$ cat src/design/stkt_ram.sv
// Generic single-port synchronous RAM with a registered read.
// Depends on nothing.
`timescale 1ns / 1ps
module stkt_ram #(
   parameter int unsigned WIDTH = 8,
   parameter int unsigned DEPTH = 16
) (
   input  logic                     clock,
   input  logic                     wr_en,
   input  logic [$clog2(DEPTH)-1:0] addr,
   input  logic [WIDTH-1:0]         wr_data,
   output logic [WIDTH-1:0]         rd_data
);
   logic [WIDTH-1:0] mem [DEPTH];
   logic [WIDTH-1:0] rd_data_ff;

   always_ff @(posedge clock) begin
      if (wr_en) begin
         mem[addr] <= wr_data;
      end
      rd_data_ff <= mem[addr];
   end

   assign rd_data = rd_data_ff;
endmodule

$ cat config.mk
export PLATFORM = sky130hd
export DESIGN_NAME = stkt_ram
export DESIGN_NICKNAME = d
export VERILOG_FILES = /design/src/design/stkt_ram.sv
export SDC_FILE = /design/constraint.sdc
export NUM_CORES = 1
export LEC_CHECK = 0
export ABC_AREA = 1
export BUFFER_PORTS_ARGS = -buffer_cell sky130_fd_sc_hd__buf_2
export CELL_PAD_IN_SITES_DETAIL_PLACEMENT = 1
export CELL_PAD_IN_SITES_GLOBAL_PLACEMENT = 1
export CORE_ASPECT_RATIO = 0.8
export CORE_MARGIN = 5
export CORE_UTILIZATION = 45
export CTS_BUF_LIST = sky130_fd_sc_hd__clkbuf_2
export DETAILED_ROUTE_END_ITERATION = 8
export HOLD_SLACK_MARGIN = 0.02
export PLACE_DENSITY = 0.82
export RECOVER_POWER = 100
export SLEW_MARGIN = 20
export SYNTH_ARGS = -nofsm -noshare
export SYNTH_HDL_FRONTEND = slang
export SYNTH_SLANG_ARGS = --single-unit
export TNS_END_PERCENT = 30
$ cat constraint.sdc
create_clock -name clock -period 3.7 [get_ports clock]
set_clock_uncertainty 0.2 [all_clocks]
set_input_delay 0.185 -clock clock [delete_from_list [all_inputs] [get_ports clock]]
set_output_delay 0.185 -clock clock [all_outputs]
set_load 0.02 [all_outputs]
Word level (Yosys, flattened, before mapping)
Memories as Yosys holds them, arrays and structs flattened. A register that Yosys moved wholly into a read port is not among the register bits. Index checks and enable logic that the tools add are counted. Widths: inputs -> output; s select.

Output and inout port bits: 8. Flip-flop bits (word level): 0. Input port bits: 14. Word-level logic and storage cells: 3. Memories: 1. Bits in writable memories: 128.

Memory list: mem (words 16, bits a word 8, read ports 1, clocked after memory_dff 1, write ports 1, RTL line 14) `logic [WIDTH-1:0] mem [DEPTH];`.

Muxes and demuxes: 2.

Operators by type and width (number): $mux 1 (2).

Logic depth before layout (Yosys ltp)
Gate-level depths: netlist of run 1.

Depth after elaboration: 2. Gate-level depth with buffers: 11. Depth with buffers taken out: 9.

Worst setup path before layout of run 1
No wires, ideal clock.

Kind: in2reg. Start: in addr[1]. End: mem mem[3][0], enable pin. Required time: 3.130 ns. Path slack: 1.938 ns. Setup time: 0.370 ns. Stages on the path: 4. Arrival: 1.192 ns. Buffers on the path: 2. Cells stage by stage: buf_2 > clkbuf_1 > nand3_1 > nor2_1.

RTL lines: from (decl) (RTL line 10) `input logic [$clog2(DEPTH)-1:0] addr,`; to (decl) (RTL line 14).

Straight into the memory's write port.

==> impl_metrics.tcl, run 1 <==
set metrics [dict create \
    nets 605 \
    clk_pin_slew_ns 0.21 \
    arrival_ns 3.84 \
    drt-vias-per-instance 5.00 \
    clockBufferDepth 2 \
    grt_pass1_wl_um 21700 \
    syn_to_final_growth_pct 11.5 \
    timing.fmax_ghz 0.293 \
    min_period_ns 3.41 \
    synth_top_area_cell "edfxtp_1" \
    drive_gt1_share_pct 6.62 \
    vias 3778 \
    ys_warn_count 0 \
    ys_ff_latch 136 \
    grt_usage_pct 20.1 \
    antenna_found_initial 0 \
    crit_path_start_kind "input pin" \
    critPathCaptureType "flip-flop" \
    required_ns 4.13 \
    critPathMaxStageDelay_ns 0.56 \
    power.density_nw_per_um2 463 \
    n_antenna_cell 0 \
    setup_tns_ns 0 \
    place_area_um2 5790 \
    tightest_slew_ns 1.03 \
    antenna_left 0 \
    worstPathCellList "dlygate4sd3_1 -> clkbuf_4 -> clkinvlp_4 -> buf_4 -> nand2_1 -> nand2_1 -> nand2_1 -> dlygate4sd3_1 -> nand2_1 -> dlygate4sd3_1 -> inv_1 -> nand2_1 -> dlygate4sd3_1" \
    rsz0062_at_grt "false" \
    slew_viol_final 0 \
    report.final.setup_viol 0 \
    syn_area_um2 5590 \
    ys_seq_area_share_pct 71.6 \
    p_leak_nw 2.63 \
    synth_fp_nets 562 \
    wl_per_cell_um 18.2 \
    slowest_stage "dlygate4sd3_1" \
    port_buffers 21 \
    path_max_fanout 30 \
    path_common_cell "nand2_1" \
    yosys.area.top_type_share_pct 68.7 \
    cts_max_level 4 \
    drt-total-wl_um 13800 \
    fin_area_um2 6240 \
    die_y_um 110 \
    hold_viol 0 \
    clk_latency_ns 0.70 \
    drc 0 \
    dieArea_um2 14800 \
    cts_sinks 136 \
    relSlewSlack_pct 31.3 \
    vdd_drop_max_mv 0.310 \
    rows 36 \
    die_w_um 135 \
    clock-root-buffer "clkbuf_2" \
    synth.distinct_cells 11 \
    ios 22 \
    firstDrtPassIters 5 \
    numCtsBuffers 17 \
    drtIter0Drc 287 \
    gp_congestion 0.831 \
    grt_pass1_vias 4009 \
    hp-class "in -> reg" \
    status "complete, no violations" \
    synth_area_per_cell_um2 10.2 \
    synth_cells 548 \
    grt_remaining_overflow 0 \
    drv_cap 0 \
    core_area_um2 12200 \
    tritoncts "yes" \
    grt_max_degree 64 \
    cts_setup_buffers 0 \
    hpwl_um 8590 \
    synthTopCellsByArea "edfxtp_1 69%, nand2_1 23%, dfxtp_1 2.9%" \
    path_class "in -> reg" \
    finalCritPeriodShare_pct 92.3 \
    initial_core_util_pct 46.0 \
]
[path summary, 6_finish.rpt]
path                                start    endpoint  slack [ns]  cells past startpoint
worst max-delay path              addr[1]  rd_data[1]        0.29                     13
worst min-delay path              addr[0]  rd_data[5]        0.21                      9
worst max register to register  mem[0][1]  rd_data[1]        0.87                     11
worst min register to register  mem[9][7]  rd_data[7]        0.57                      8
[kinds of logic after synthesis]
kind of cell	Yosys count	share of synthesized area, %
buffers and inverters	44	3.62
DFF	136	71.6
and+or+nand+nor	368	24.8
[metal layers]
metal	share of wire (%)	GRT usage, %	vias up
met5	0	0	-
met4	0.89	6.32	0
li1	-	-	1833
met1	43	26.4	1815
met3	7.5	5.31	10
met2	48	33.2	120
[cells in the mapped netlist]
library cell / number
inv_1: 21
buf_4: 6
clkinv_1: 1
clkbuf_1: 3
inv_2: 1
edfxtp_1: 128
buf_2: 12
nand3_1: 4
nor2_1: 18
dfxtp_1: 8
nand2_1: 346
[final cells by class]
| type | count | area, um^2 |
|---|---|---|
| fill | 1380 | 5920 |
| sequential | 136 | 4000 |
| multi-input combinational | 368 | 1390 |
| timing repair buffer | 45 | 319 |
| tap | 152 | 190 |
| clock inverter | 14 | 159 |
| clock buffer | 18 | 90.1 |
| inverter | 23 | 90.1 |
[layout by cell type (no fill, tap or decap), drive strengths merged]
cell / Yosys / layout
inv: 22 / 22
nand2: 346 / 346
bufinv: 0 / 3
buf: 18 / 6
clkinvlp: 0 / 4
dlygate4sd3: 0 / 21
edfxtp: 128 / 128
nor2: 18 / 18
clkbuf: 3 / 36
nand3: 4 / 4
dfxtp: 8 / 8
clkinv: 1 / 8
[worst max-delay path: cells and delay by family]
| kind | cells | cell delay, ns |
|---|---|---|
| buf+inv | 8 | 3.34 |
| simple gates | 5 | 0.30 |
[what timing repair did]
action | 4_1_cts | 5_1_grt
hold buffers | 21 | 0
resized for setup | 0 | 2
hold endpoints to repair | 254 | 0
setup endpoints to repair | 0 | 1
[registers in the layout (all words and copies together) (netlist names)]
signal and flops:
mem 128, rd_data 8
[where the power goes]
group          internal, W  total, W  switching [W]
clock             0.000372  0.000921       0.000549
combinational    0.0000661  0.000238       0.000172
sequential         0.00172   0.00173     0.00000957
[through the flow]
step           instances  worst slack [ns]  hold WS [ns]  util [%]  total power (W)
4_1_cts              756            0.0451         0.142      51.4          0.00291
6_report             756             0.286         0.206      51.3          0.00289
5_1_grt              756             0.227         0.184      51.3          0.00302
3_3_place_gp         703              1.27         0.405      47.6          0.00198
3_5_place_dp         703              1.17         0.405      47.6          0.00199
2_1_floorplan        548              1.94        0.0839         -          0.00189
Note: power is estimated with default switching activity, not from simulation.
==> inputs of run 2 (changes only) <==
--- a/config.mk
+++ b/config.mk
@@ -15,7 +15,7 @@
 export CTS_BUF_LIST = sky130_fd_sc_hd__clkbuf_2
 export DETAILED_ROUTE_END_ITERATION = 8
 export HOLD_SLACK_MARGIN = 0.02
-export PLACE_DENSITY = 0.82
+export PLACE_DENSITY = 0.85
 export RECOVER_POWER = 100
 export SLEW_MARGIN = 20
 export SYNTH_ARGS = -nofsm -noshare
==> constraint.sdc (replaced) <==
create_clock -name clock -period 2.9 [get_ports clock]
set_clock_uncertainty 0.2 [all_clocks]
set_input_delay 0.145 -clock clock [delete_from_list [all_inputs] [get_ports clock]]
set_output_delay 0.145 -clock clock [all_outputs]
set_load 0.02 [all_outputs]
==> run 2 against run 1 <==
Global-route usage rose by 0.38 points; clock power rose by 24%; cell count rose by 0.79%; highest routed layer unchanged; design area rose by 0.52%; via count rose by 3.0%; core utilization rose by 0.27 points.
==> impl_metrics.tcl, run 2 (synthesis results as in run 1) <==
set metrics [dict create \
    nets 612 \
    arrival_ns 2.97 \
    cts_sinks 136 \
    reg2reg_to "rd_data[6]" \
    min_period_ns 2.58 \
    syn_to_final_growth_pct 12.1 \
    reg2reg_from "mem[0][6]" \
    clk_pin_slew_ns 0.18 \
    finalNonFillerCells 762 \
    numCtsBuffers 17 \
    timing.fmax_ghz 0.388 \
    fin_area_um2 6270 \
    power.density_nw_per_um2 584 \
    fin_util_pct 51.6 \
    initial_core_util_pct 46.0 \
    critPathCaptureType "flip-flop" \
    place_area_um2 5820 \
    largest_reg_flops 128 \
    n_antenna_cell 0 \
    hp-class "in -> reg" \
    regMostFlops "mem" \
    layout_commonest_cell "nand2_1" \
    tritoncts "yes" \
    vias 3892 \
    status "complete, no violations" \
    required_ns 3.29 \
    grt_remaining_overflow 0 \
    rsz0062_at_grt "false" \
    rows 36 \
    clockBufferDepth 2 \
    dieArea_um2 14800 \
    firstDrtPassIters 4 \
    drive_gt1_share_pct 6.23 \
    antenna_left 0 \
    cts_max_level 4 \
    fill_cells 1390 \
    ctsResizeCount 0 \
    drt-total-wl_um 14200 \
    drc 0 \
    core_area_um2 12200 \
    path_class "in -> reg" \
    drtIter0Drc 435 \
    worstHoldStart "addr[0]" \
    clock-root-buffer "clkbuf_2" \
    dp_cells 707 \
    die_w_um 135 \
    hold_viol 0 \
    report.final.setup_viol 0 \
    holdPathEnd "rd_data[0]" \
    relSlewSlack_pct 29.1 \
    drt-vias-per-instance 5.11 \
    vdd_drop_max_mv 0.315 \
    clk_latency_ns 0.68 \
    die_y_um 110 \
    tightest_slew_ns 1.06 \
    slew_viol_final 0 \
    r2r_cells 10 \
    port_buffers 21 \
    grt_usage_pct 20.5 \
    finalCritPeriodShare_pct 88.9 \
    holdWs_ns 0.0882 \
    wl_per_cell_um 18.6 \
    drv_cap 0 \
    grt_pass1_vias 4154 \
    crit_path_start_kind "input pin" \
    p_leak_nw 2.66 \
    antenna_found_initial 0 \
    ios 22 \
    grt_pass1_wl_um 22200 \
    gp_congestion 0.861 \
    hpwl_um 8970 \
    final_cell_mix "346 x nand2_1, 128 x edfxtp_1, 24 x dlygate4sd3_1, 22 x inv_1, 21 x clkbuf_2" \
    whs_path_depth 10 \
    setup_tns_ns 0 \
    worst-r2r-setup-slack_ns 0.57 \
    path_max_fanout 9 \
    grt_max_degree 49 \
]
run 2: what timing repair did:
item,4_1_cts,5_1_grt
setup buffers,0,0
endpoints found under the hold margin,264,0
hold buffers,25,0
setup endpoints to repair,0,1
run 2: worst max path at each step:
| stage | startpoint | to | slack, ns | cells after the start |
|---|---|---|---|---|
| after floorplan | addr[1] | mem[3][0] | 1.18 | 4 |
| after global placement | addr[1] | mem[1][3] | 0.77 | 4 |
| after detailed placement | addr[1] | mem[9][1] | 0.71 | 4 |
| after CTS | mem[10][4] | rd_data[4] | 0.16 | 11 |
| after global routing | addr[2] | rd_data[6] | 0.27 | 11 |
| final | addr[2] | rd_data[6] | 0.32 | 11 |
run 2: area by class of cell:
cell class / instances / area [um^2] / area share (%)
Clock buffer: 21 / 105 / 1.68
Clock inverter: 10 / 129 / 2.06
Inverter: 23 / 86.3 / 1.38
Multi-Input combinational cell: 368 / 1390 / 22.1
Sequential cell: 136 / 4000 / 63.8
Tap cell: 152 / 190 / 3.03
Timing Repair Buffer: 52 / 370 / 5.91
run 2: metal layers:
layer	GRT usage (%)	up-vias	wire length, um
li1	-	1849	-
met1	26.7	1921	6390
met2	33.7	99	6790
met3	4.99	23	718
met4	7.78	0	258
met5	0	-	0
run 2: where the power goes:
part / internal [W] / total [W] / switching (W)
logic: 0.0000898 / 0.000311 / 0.000222
clock network: 0.000481 / 0.00114 / 0.000663
registers: 0.00220 / 0.00221 / 0.0000123
total: 0.00277 / 0.00366 / 0.000897
run 2: critical path, cell delays in order:
cell           delay [ns]
dlygate4sd3_1        0.53
clkbuf_1             0.18
nor2_1               0.08
dlygate4sd3_1        0.56
buf_4                0.17
nand2_1              0.07
nand2_1              0.05
dlygate4sd3_1        0.56
inv_1                0.06
nand2_1              0.04
dlygate4sd3_1        0.53
run 2: per-stage QoR:
stage / power, W / setup WS, ns
after floorplan: 0.00242 / 1.18
after global placement: 0.00252 / 0.771
after detailed placement: 0.00254 / 0.708
after CTS: 0.00368 / 0.163
after global routing: 0.00380 / 0.268
final: 0.00366 / 0.321
