### config.mk
export PLATFORM = sky130hd
export DESIGN_NAME = stkt_cmp
export DESIGN_NICKNAME = d
export VERILOG_FILES = /design/src/design/stkt_pkg.sv /design/src/design/stkt_cmp.sv
export SDC_FILE = /design/constraint.sdc
export NUM_CORES = 1
export LEC_CHECK = 0
export ABC_CLOCK_PERIOD_IN_PS = 2440
export BUFFER_PORTS_ARGS = -buffer_cell sky130_fd_sc_hd__buf_2
export CELL_PAD_IN_SITES_DETAIL_PLACEMENT = 0
export CELL_PAD_IN_SITES_GLOBAL_PLACEMENT = 2
export CORE_MARGIN = 4
export CORE_UTILIZATION = 20
export DETAILED_ROUTE_END_ITERATION = 16
export PLACE_DENSITY = 0.81
export SYNTH_ARGS = -nofsm -noshare
export SYNTH_HDL_FRONTEND = slang
export SYNTH_SLANG_ARGS = --single-unit
### constraint.sdc
create_clock -name vclk -period 2.44
set_input_delay 0.244 -clock vclk [all_inputs]
set_output_delay 0.244 -clock vclk [all_outputs]
set_load 0.005 [all_outputs]
### src/design/stkt_pkg.sv
// Package for the sorted triple-key table: command and status codes and the key compare.
// Depends on nothing; used by stkt_cmp and the top level.
`timescale 1ns / 1ps
package stkt_pkg;

   typedef enum logic [1:0] {
      CMD_APPEND = 2'd0,
      CMD_SORT   = 2'd1,
      CMD_CHECK  = 2'd2,
      CMD_SEARCH = 2'd3
   } cmd_type;

   typedef enum logic [1:0] {
      ST_OK       = 2'd0,
      ST_NOTFOUND = 2'd1,
      ST_FULL     = 2'd2
   } status_type;

   localparam int unsigned POS_WIDTH = 10;

   typedef struct packed {
      logic less;
      logic equal;
   } cmp_type;

endpackage

### src/design/stkt_cmp.sv
// Lexicographic three-field compare of a stored entry against a key.
// Depends on stkt_pkg.
`timescale 1ns / 1ps
module stkt_cmp #(
   parameter int unsigned FW = 64
) (
   input  logic [3*FW-1:0]       entry,
   input  logic [3*FW-1:0]       key,
   output stkt_pkg::cmp_type     result
);
   import stkt_pkg::*;

   // The packed word keeps the first field on top, so one wide compare is lexicographic.
   always_comb begin
      result.less  = entry < key;
      result.equal = entry == key;
   end
endmodule

Word level (Yosys, flattened, before mapping)
Cells that the tools add are included.
W data, S select, Z words.
{"block": "totals", "regBits": 0, "inputBits": 384, "output_inout_bits": 2, "elab_cells": 2}
{"block": "op_classes", "order_cmp": 1, "eq_ne": 1}
{"cell": "$eq A192 B192 Y1", "count": 1}
{"cell": "$lt A192 B192 Y1", "count": 1}

Logic depth before layout (Yosys ltp)
Gate-level depths: netlist of run 1.
{"block": "depth", "word_depth": 1, "depth_mapped": 9, "depth_no_buf": 9}

Least setup slack after synthesis of run 1
No wires, ideal clock.
{"block": "synth_path", "path_kind": "input-to-output", "from": "input key[149]", "to": "output result[1] (netlist name)", "t_arrival_ps": 1992, "t_required_ps": 2196, "path_slack_ps": 204, "cell_stages": 9, "n_path_buf": 0, "cell_sequence": "inv_1 -> ha_1 -> a21o_1 -> a21o_1 -> a221o_1 -> a2111oi_2 -> o22ai_1 -> nand4bb_1 -> nor3_1"}
{"item": "start, declared", "line_no": "stkt_cmp.sv:8", "text": "input logic [3*FW-1:0] key,"}
{"item": "end, declared", "line_no": "stkt_cmp.sv:9", "text": "output stkt_pkg::cmp_type result"}

==> results of run 1 <==
cells in the final DEF, fill, tap and decap left out, types with 3 or more instances in the layout:
master | netlist | final
a21o_1 | 24 | 24
a21oi_1 | 79 | 77
a221oi_1 | 5 | 5
a31oi_1 | 5 | 5
and4_1 | 3 | 3
buf_2 | 0 | 355
buf_4 | 0 | 24
buf_6 | 0 | 30
ha_1 | 192 | 158
ha_4 | 0 | 34
inv_1 | 201 | 172
inv_2 | 0 | 27
nand2_1 | 47 | 45
nand2b_1 | 5 | 5
nand3_1 | 14 | 14
nand4_1 | 38 | 38
nor2_1 | 11 | 11
nor3_1 | 3 | 3
nor4_1 | 7 | 4
nor4_2 | 0 | 3
o21ai_0 | 31 | 31
per-stage QoR:
step / hold WS (ps) / TNS, ps / std cells / setup slack, ps
global placement: 1090 / -579 / 1418 / -297
detailed placement: 1100 / -699 / 1418 / -354
CTS: 1070 / -319 / 1423 / -165
floorplan: 774 / 0 / 694 / 204
global route: 1090 / -571 / 1424 / -343
finish: 1050 / -270 / 1424 / -172
what timing repair did:
action,in CTS,in global routing
pin swaps,35,1
hold endpoints to repair,0,0
buffers inserted,5,0
gates resized for setup,91,17
setup endpoints to repair,2,2
cell type report:
cell class         instances  area, um^2
multi-input cells        493        4580
repair buffers           410        2310
inverters                201         759
well taps                319         399
fillers                 2655       15600
diodes                     1        2.50
power by group:
group	leakage (nW)	switching [mW]	internal [mW]	total, mW
Clock	0.00000634	0	0.0000000548	0.0000000548
Sequential	0	0	0	0
Combinational	4.87	0.531	0.635	1.17
Total	4.87	0.531	0.635	1.17
critical path, stage by stage:
cell and delay [ps]:
buf_6 90, inv_2 50, ha_4 200, nand4_1 140, buf_4 140, buf_4 100
buf_4 100, buf_4 90, buf_4 90, nor2_1 40, a2111oi_2 390, o22ai_1 120
nand4bb_4 220, nor3_1 190, buf_2 150
worst paths after layout:
path	start	end	slack, ps	cells past startpoint
worst max-delay path	key[154]	result[1]	-170	15
worst min-delay path	entry[191]	result[1]	1050	6
cell usage after synthesis, drive strengths merged, types with 8 or more instances:
library cell  number  share of area
a21o              24          0.037
inv              201           0.16
nand3             14          0.014
a21oi             79          0.081
o21ai             31          0.032
nor2              11         0.0085
nor4               8          0.013
nand2             47          0.036
nand4             38          0.049
ha               192           0.49
per-layer routing:
| metal | track usage | up-vias |
|---|---|---|
| met3 | 0.0301 | 18 |
| met5 | 0 | - |
| met1 | 0.164 | 2591 |
| li1 | - | 3223 |
| met4 | 0.0114 | 6 |
| met2 | 0.273 | 223 |
logic make-up (layout without fill, tap and decap cells):
group,count (synthesis),after routing,share of synthesized area
buffers and inverters,201,611,0.155
adders and majority gates,192,192,0.495
AOI/OAI and AO/OA,159,159,0.192
and+or+nand+nor,142,142,0.158
other,0,1,0
==> results.yml, run 1 <==
layout:
  synthToLayoutAreaGrowth_pct: 65.7
  final_util: 0.340
  seq_cell_count: 0
  drive_above_1_share: 0.444
  nets: 1682
  final_cell_area_mm2: 0.00805
  clock_buffer_count: 0
  regArea_um2: 0
floorplan:
  die_w_um: 164
  die-height_um: 164
  initial_utilization: 0.205
  num_rows: 56
  coreArea_mm2: 0.0237
  dieArea_mm2: 0.0268
  pin_count: 386
global_route:
  grt_pass1_vias: 6267
  grt_max_degree: 5
  grt_pass1_wl_um: 30700
  overflow: 0
  grt_usage: 0.141
  antenna_found_initial: 4
routing:
  wl_met3_um: 1740
  drc: 0
  vias: 6061
  routed_wl_um: 20700
  ant_nets: 0
  routedWlPerCell_um: 14.6
  dr.max_layer_used: "met5"
  drt-initial-drc-count: 169
  drt_pass1_iterations: 4
  wl_met1_um: 8240
  wl_met2_um: 10500
  vias_per_cell: 4.26
timing:
  finalWorstSetupSlack_ps: -172
  rsz0062_at_grt: "yes"
  finalCritPeriodShare: 1.07
  min_period_ps: 2610
  setup_viol: 2
  maxSlewHeadroom: 0.745
  tightest_slew_ps: 378
  finalMaxSlewViolations: 0
  fmax_mhz: 383
  finalHoldViolCount: 0
placed_design:
  hpwl_um: 19500
  place.gp.congestion: 0.831
  dpl_cell_area_mm2: 0.00733
  io_buffers: 386
critical_path:
  path_max_fanout: 2
  crit_path_start_kind: "input pin"
  critPathCaptureType: "output pin"
  crit_type: "in2out"
  worst_ep_arrival_time_ps: 2370
  cp.required_ps: 2200
pwr:
  power_mw: 1.17
  ir_worst_vdd_mv: 0.0505
  power.leakage_nw: 4.87
  powerDensity_mw_per_mm2: 145
status:
  outcome: "finished, violations left"
  violations: "setup timing"
synthesis:
  avgSynthCellArea_um2: 7.00
  seq_area_frac_synth: 0
  syn_area_mm2: 0.00486
  netlist_instances: 694
  synth_nets: 1270
  ys_warn_count: 0
  ys_types: 37
min_path:
  min_path_type: "in2out"
job:
  cap_violations: 0
clock_network:
  cts_hold_buf: 0
No activity file was read; power rests on OpenSTA's default activity.
==> run 2: changes to the inputs <==
Settings changed: MAX_ROUTING_LAYER set to met4.
==> run 2 against run 1 <==
The flow still finishes with violations (setup timing). Sequential share of layout area unchanged. Design area about the same. Critical endpoint unchanged. Cell count is 0.21% higher.
==> results.yml, run 2 (synthesis gave the netlist of run 1 again) <==
global_route:
  antenna_found_initial: 4
  overflow: 0
  grt_max_degree: 5
  grt_pass1_wl_um: 30600
  grt_usage: 0.145
  grt_pass1_vias: 6287
pwr:
  power_mw: 1.16
  power.leakage_nw: 4.87
  ir_worst_vdd_mv: 0.0505
  powerDensity_mw_per_mm2: 145
timing:
  finalMaxSlewViolations: 0
  finalHoldWorstSlack_ps: 1050
  rsz0062_at_grt: "yes"
  finalWorstSetupSlack_ps: -143
  min_period_ps: 2580
  finalHoldViolCount: 0
  fmax_mhz: 387
  finalCritPeriodShare: 1.06
  maxSlewHeadroom: 0.745
  setup_viol: 2
  tightest_slew_ps: 378
routing:
  vias: 6066
  routed_wl_um: 20700
  drt-initial-drc-count: 165
  ant_nets: 0
  drc: 0
  drt_pass1_iterations: 4
  routedWlPerCell_um: 14.5
  vias_per_cell: 4.25
floorplan:
  pin_count: 386
  dieArea_mm2: 0.0268
  num_rows: 56
  die-height_um: 164
  initial_utilization: 0.205
  die_w_um: 164
  coreArea_mm2: 0.0237
layout:
  nets: 1682
  final_cell_area_mm2: 0.00806
  clock_buffer_count: 0
  layout_common_cells: "buf_2, inv_1, ha_1"
  fill_cells: 2654
  regArea_um2: 0
  seq_cell_count: 0
  final_common_cell: "buf_2"
  final_util: 0.340
  synthToLayoutAreaGrowth_pct: 65.9
  drive_above_1_share: 0.444
job:
  cap_violations: 0
min_path:
  min_path_type: "in2out"
critical_path:
  worst_ep_arrival_time_ps: 2340
  slowest_delay_ps: 380
  cp.required_ps: 2200
  critPathMostFrequentCell: "buf_4"
  path_max_fanout: 2
  crit_path_start_kind: "input pin"
  cpMaxStageDelayCell: "a2111oi_2"
  critPathCaptureType: "output pin"
  worstPathCellList: "buf_6 > inv_2 > ha_4 > nand4_1 > buf_4 > buf_4 > buf_4 > buf_4 > buf_4 > nor2_1 > a2111oi_2 > o22ai_1 > nand4bb_4 > nor3_1 > buf_2"
  crit_type: "in2out"
placed_design:
  dpl_cell_area_mm2: 0.00733
  hpwl_um: 19500
  io_buffers: 386
  place.gp.congestion: 0.844
clock_network:
  cts_hold_buf: 0
status:
  outcome: "finished, violations left"
  violations: "setup timing"
==> run 2: power by group <==
group / internal (mW) / switching, mW / total [mW] / leakage, nW
sequential: 0 / 0 / 0 / 0
combinational: 0.634 / 0.531 / 1.16 / 4.87
clock: 0.000000219 / 0 / 0.000000219 / 0.0000254
total: 0.634 / 0.531 / 1.16 / 4.87
==> run 2: area by class of cell <==
class | instances | area [um^2] | share of cell area
multi-input combinational | 493 | 4580 | 0.568
timing repair buffer | 410 | 2310 | 0.287
inverter | 201 | 759 | 0.0943
tap | 319 | 399 | 0.0495
antenna | 4 | 10.0 | 0.00124
==> run 2: critical path, delay by kind of cell <==
family	cells	cell delay [ps]
AO/OA/AOI/OAI	2	500
adder cells (fa/ha/maj)	1	200
AND/OR/NAND/NOR	4	590
buffers and inverters	8	810
==> run 2: timing repair <==
action                                  in CTS  in global routing
resized for setup                           91                 17
endpoints found under the setup margin       2                  2
buffers inserted                             5                  0
pin swaps                                   35                  1
==> run 2: worst paths after layout <==
check | startpoint | end | slack, ps | cells after the start
worst max-delay path | key[154] | result[1] | -140 | 15
worst min-delay path | entry[191] | result[1] | 1050 | 6
==> run 2: metrics by stage <==
step	TNS, ps	cells	worst slack [ps]
floorplan	0	694	204
global placement	-579	1418	-297
CTS	-319	1423	-165
global route	-528	1427	-300
finish	-250	1427	-143
detailed placement	-699	1418	-354
==> run 2: routing by layer <==
| layer | part of all wire | global-route usage |
|---|---|---|
| met1 | 0.40 | 0.164 |
| met2 | 0.51 | 0.273 |
| met3 | 0.086 | 0.0309 |
| met4 | 0.011 | 0.0114 |
| met5 | 0 | - |
==> run 3: changes to the inputs <==
Settings changed: PLACE_DENSITY 0.81 to 0.95.
==> run 3 against run 2 <==
Design area down 2.7%. Non-clock buffer count down 1. The flow still finishes with violations (setup timing). Via count down 0.58%.
==> results.yml, run 3 (synthesis gave the netlist of run 1 again) <==
status:
  outcome: "finished, violations left"
  violations: "setup timing"
floorplan:
  dieArea_mm2: 0.0268
  initial_utilization: 0.205
  num_rows: 56
  coreArea_mm2: 0.0237
  die_w_um: 164
  die-height_um: 164
  pin_count: 386
critical_path:
  critPathMostFrequentCell: "buf_2"
  slowest_delay_ps: 380
  crit_type: "in2out"
  cp.required_ps: 2200
  worstPathCellList: "buf_2 > ha_1 > a21oi_1 > o21ai_0 > a221o_1 > a2111oi_2 > o22ai_1 > nand4bb_4 > nor3_2 > buf_2"
  critPathBufInv: 2
  cpMaxStageDelayCell: "a221o_1"
  critPathCaptureType: "output pin"
  critPathTopFamily: "compound AO/OA/AOI/OAI gates"
  path_max_fanout: 3
  cp.depth: 10
  worst_ep_arrival_time_ps: 2340
  crit_path_start_kind: "input pin"
layout:
  final_common_cell: "buf_2"
  synthToLayoutAreaGrowth_pct: 61.5
  fill_cells: 2588
  regArea_um2: 0
  final_util: 0.331
  layout_common_cells: "buf_2, inv_1, ha_1"
  nets: 1681
  seq_cell_count: 0
  drive_above_1_share: 0.422
  clock_buffer_count: 0
global_route:
  overflow: 0
  grt_pass1_vias: 6032
  grt_pass1_wl_um: 28600
  grt_max_degree: 5
  grt_usage: 0.136
  antenna_found_initial: 1
pwr:
  powerDensity_mw_per_mm2: 145
  power.leakage_nw: 4.88
  ir_worst_vdd_mv: 0.0551
  power_mw: 1.14
timing:
  fmax_mhz: 387
  fin_tns_setup_ps: -289
  rsz0062_at_grt: "yes"
  setup_viol: 2
  tightest_slew_ps: 367
  min_period_ps: 2590
  finalCritPeriodShare: 1.06
  finalWorstSetupSlack_ps: -146
  finalMaxSlewViolations: 0
  finalHoldViolCount: 0
  maxSlewHeadroom: 0.753
placed_design:
  hpwl_um: 18700
  io_buffers: 386
  place.gp.congestion: 0.814
  dpl_worst_slack_ps: -475
routing:
  drc: 0
  routed_wl_um: 19700
  vias_per_cell: 4.24
  ant_nets: 0
  vias: 6031
  routedWlPerCell_um: 13.9
  drt_pass1_iterations: 4
  drt-initial-drc-count: 169
min_path:
  holdPathEnd: "result[1]"
  hold_path_depth: 6
  min_path_type: "in2out"
  min_from: "entry[191]"
job:
  cap_violations: 0
clock_network:
  cts_hold_buf: 0
run 3: layout make-up:
cell class,count,area [um^2],area share
diodes,1,2.50,0.000319
well taps,319,399,0.0509
multi-input cells,493,4440,0.566
repair buffers,409,2240,0.286
inverters,201,759,0.0969
run 3: power by group:
part	leakage, nW	internal (mW)	total, mW	switching [mW]
Combinational	4.88	0.612	1.14	0.526
Clock	0.00000634	0.0000000549	0.0000000549	0
Sequential	0	0	0	0
run 3: what timing repair did:
action	CTS	global route
pin swaps	19	3
endpoints found under the setup margin	2	2
cloned	0	0
gates resized for setup	72	3
setup buffers	2	0
run 3: worst min-delay path: stages:
cell and delay [ps]:
buf_2 110, ha_4 120, a21oi_1 60, nand4bb_4 100
nor3_2 40, buf_2 130
run 3: per-stage QoR:
step | cells | hold WS, ps | area, um^2
detailed placement | 1420 | 1120 | 7340
global placement | 1420 | 1120 | 7340
global route | 1423 | 1090 | 7840
finish | 1423 | 1050 | 7840
CTS | 1422 | 1090 | 7830
floorplan | 694 | 774 | 4860
run 3: worst max-delay path by stage:
stage                     startpoint         to
after floorplan             key[149]  result[1]
after global placement    entry[151]  result[0]
after detailed placement  entry[151]  result[0]
after CTS                   key[173]  result[0]
after global routing        key[157]  result[0]
final                     entry[147]  result[1]
run 3: per-layer routing:
| layer | up-vias | GRT usage | share of wire |
|---|---|---|---|
| met5 | - | - | 0 |
| met1 | 2593 | 0.159 | 0.41 |
| met2 | 212 | 0.259 | 0.52 |
| li1 | 3220 | - | - |
| met3 | 6 | 0.0153 | 0.064 |
| met4 | 0 | 0.00839 | 0.0073 |
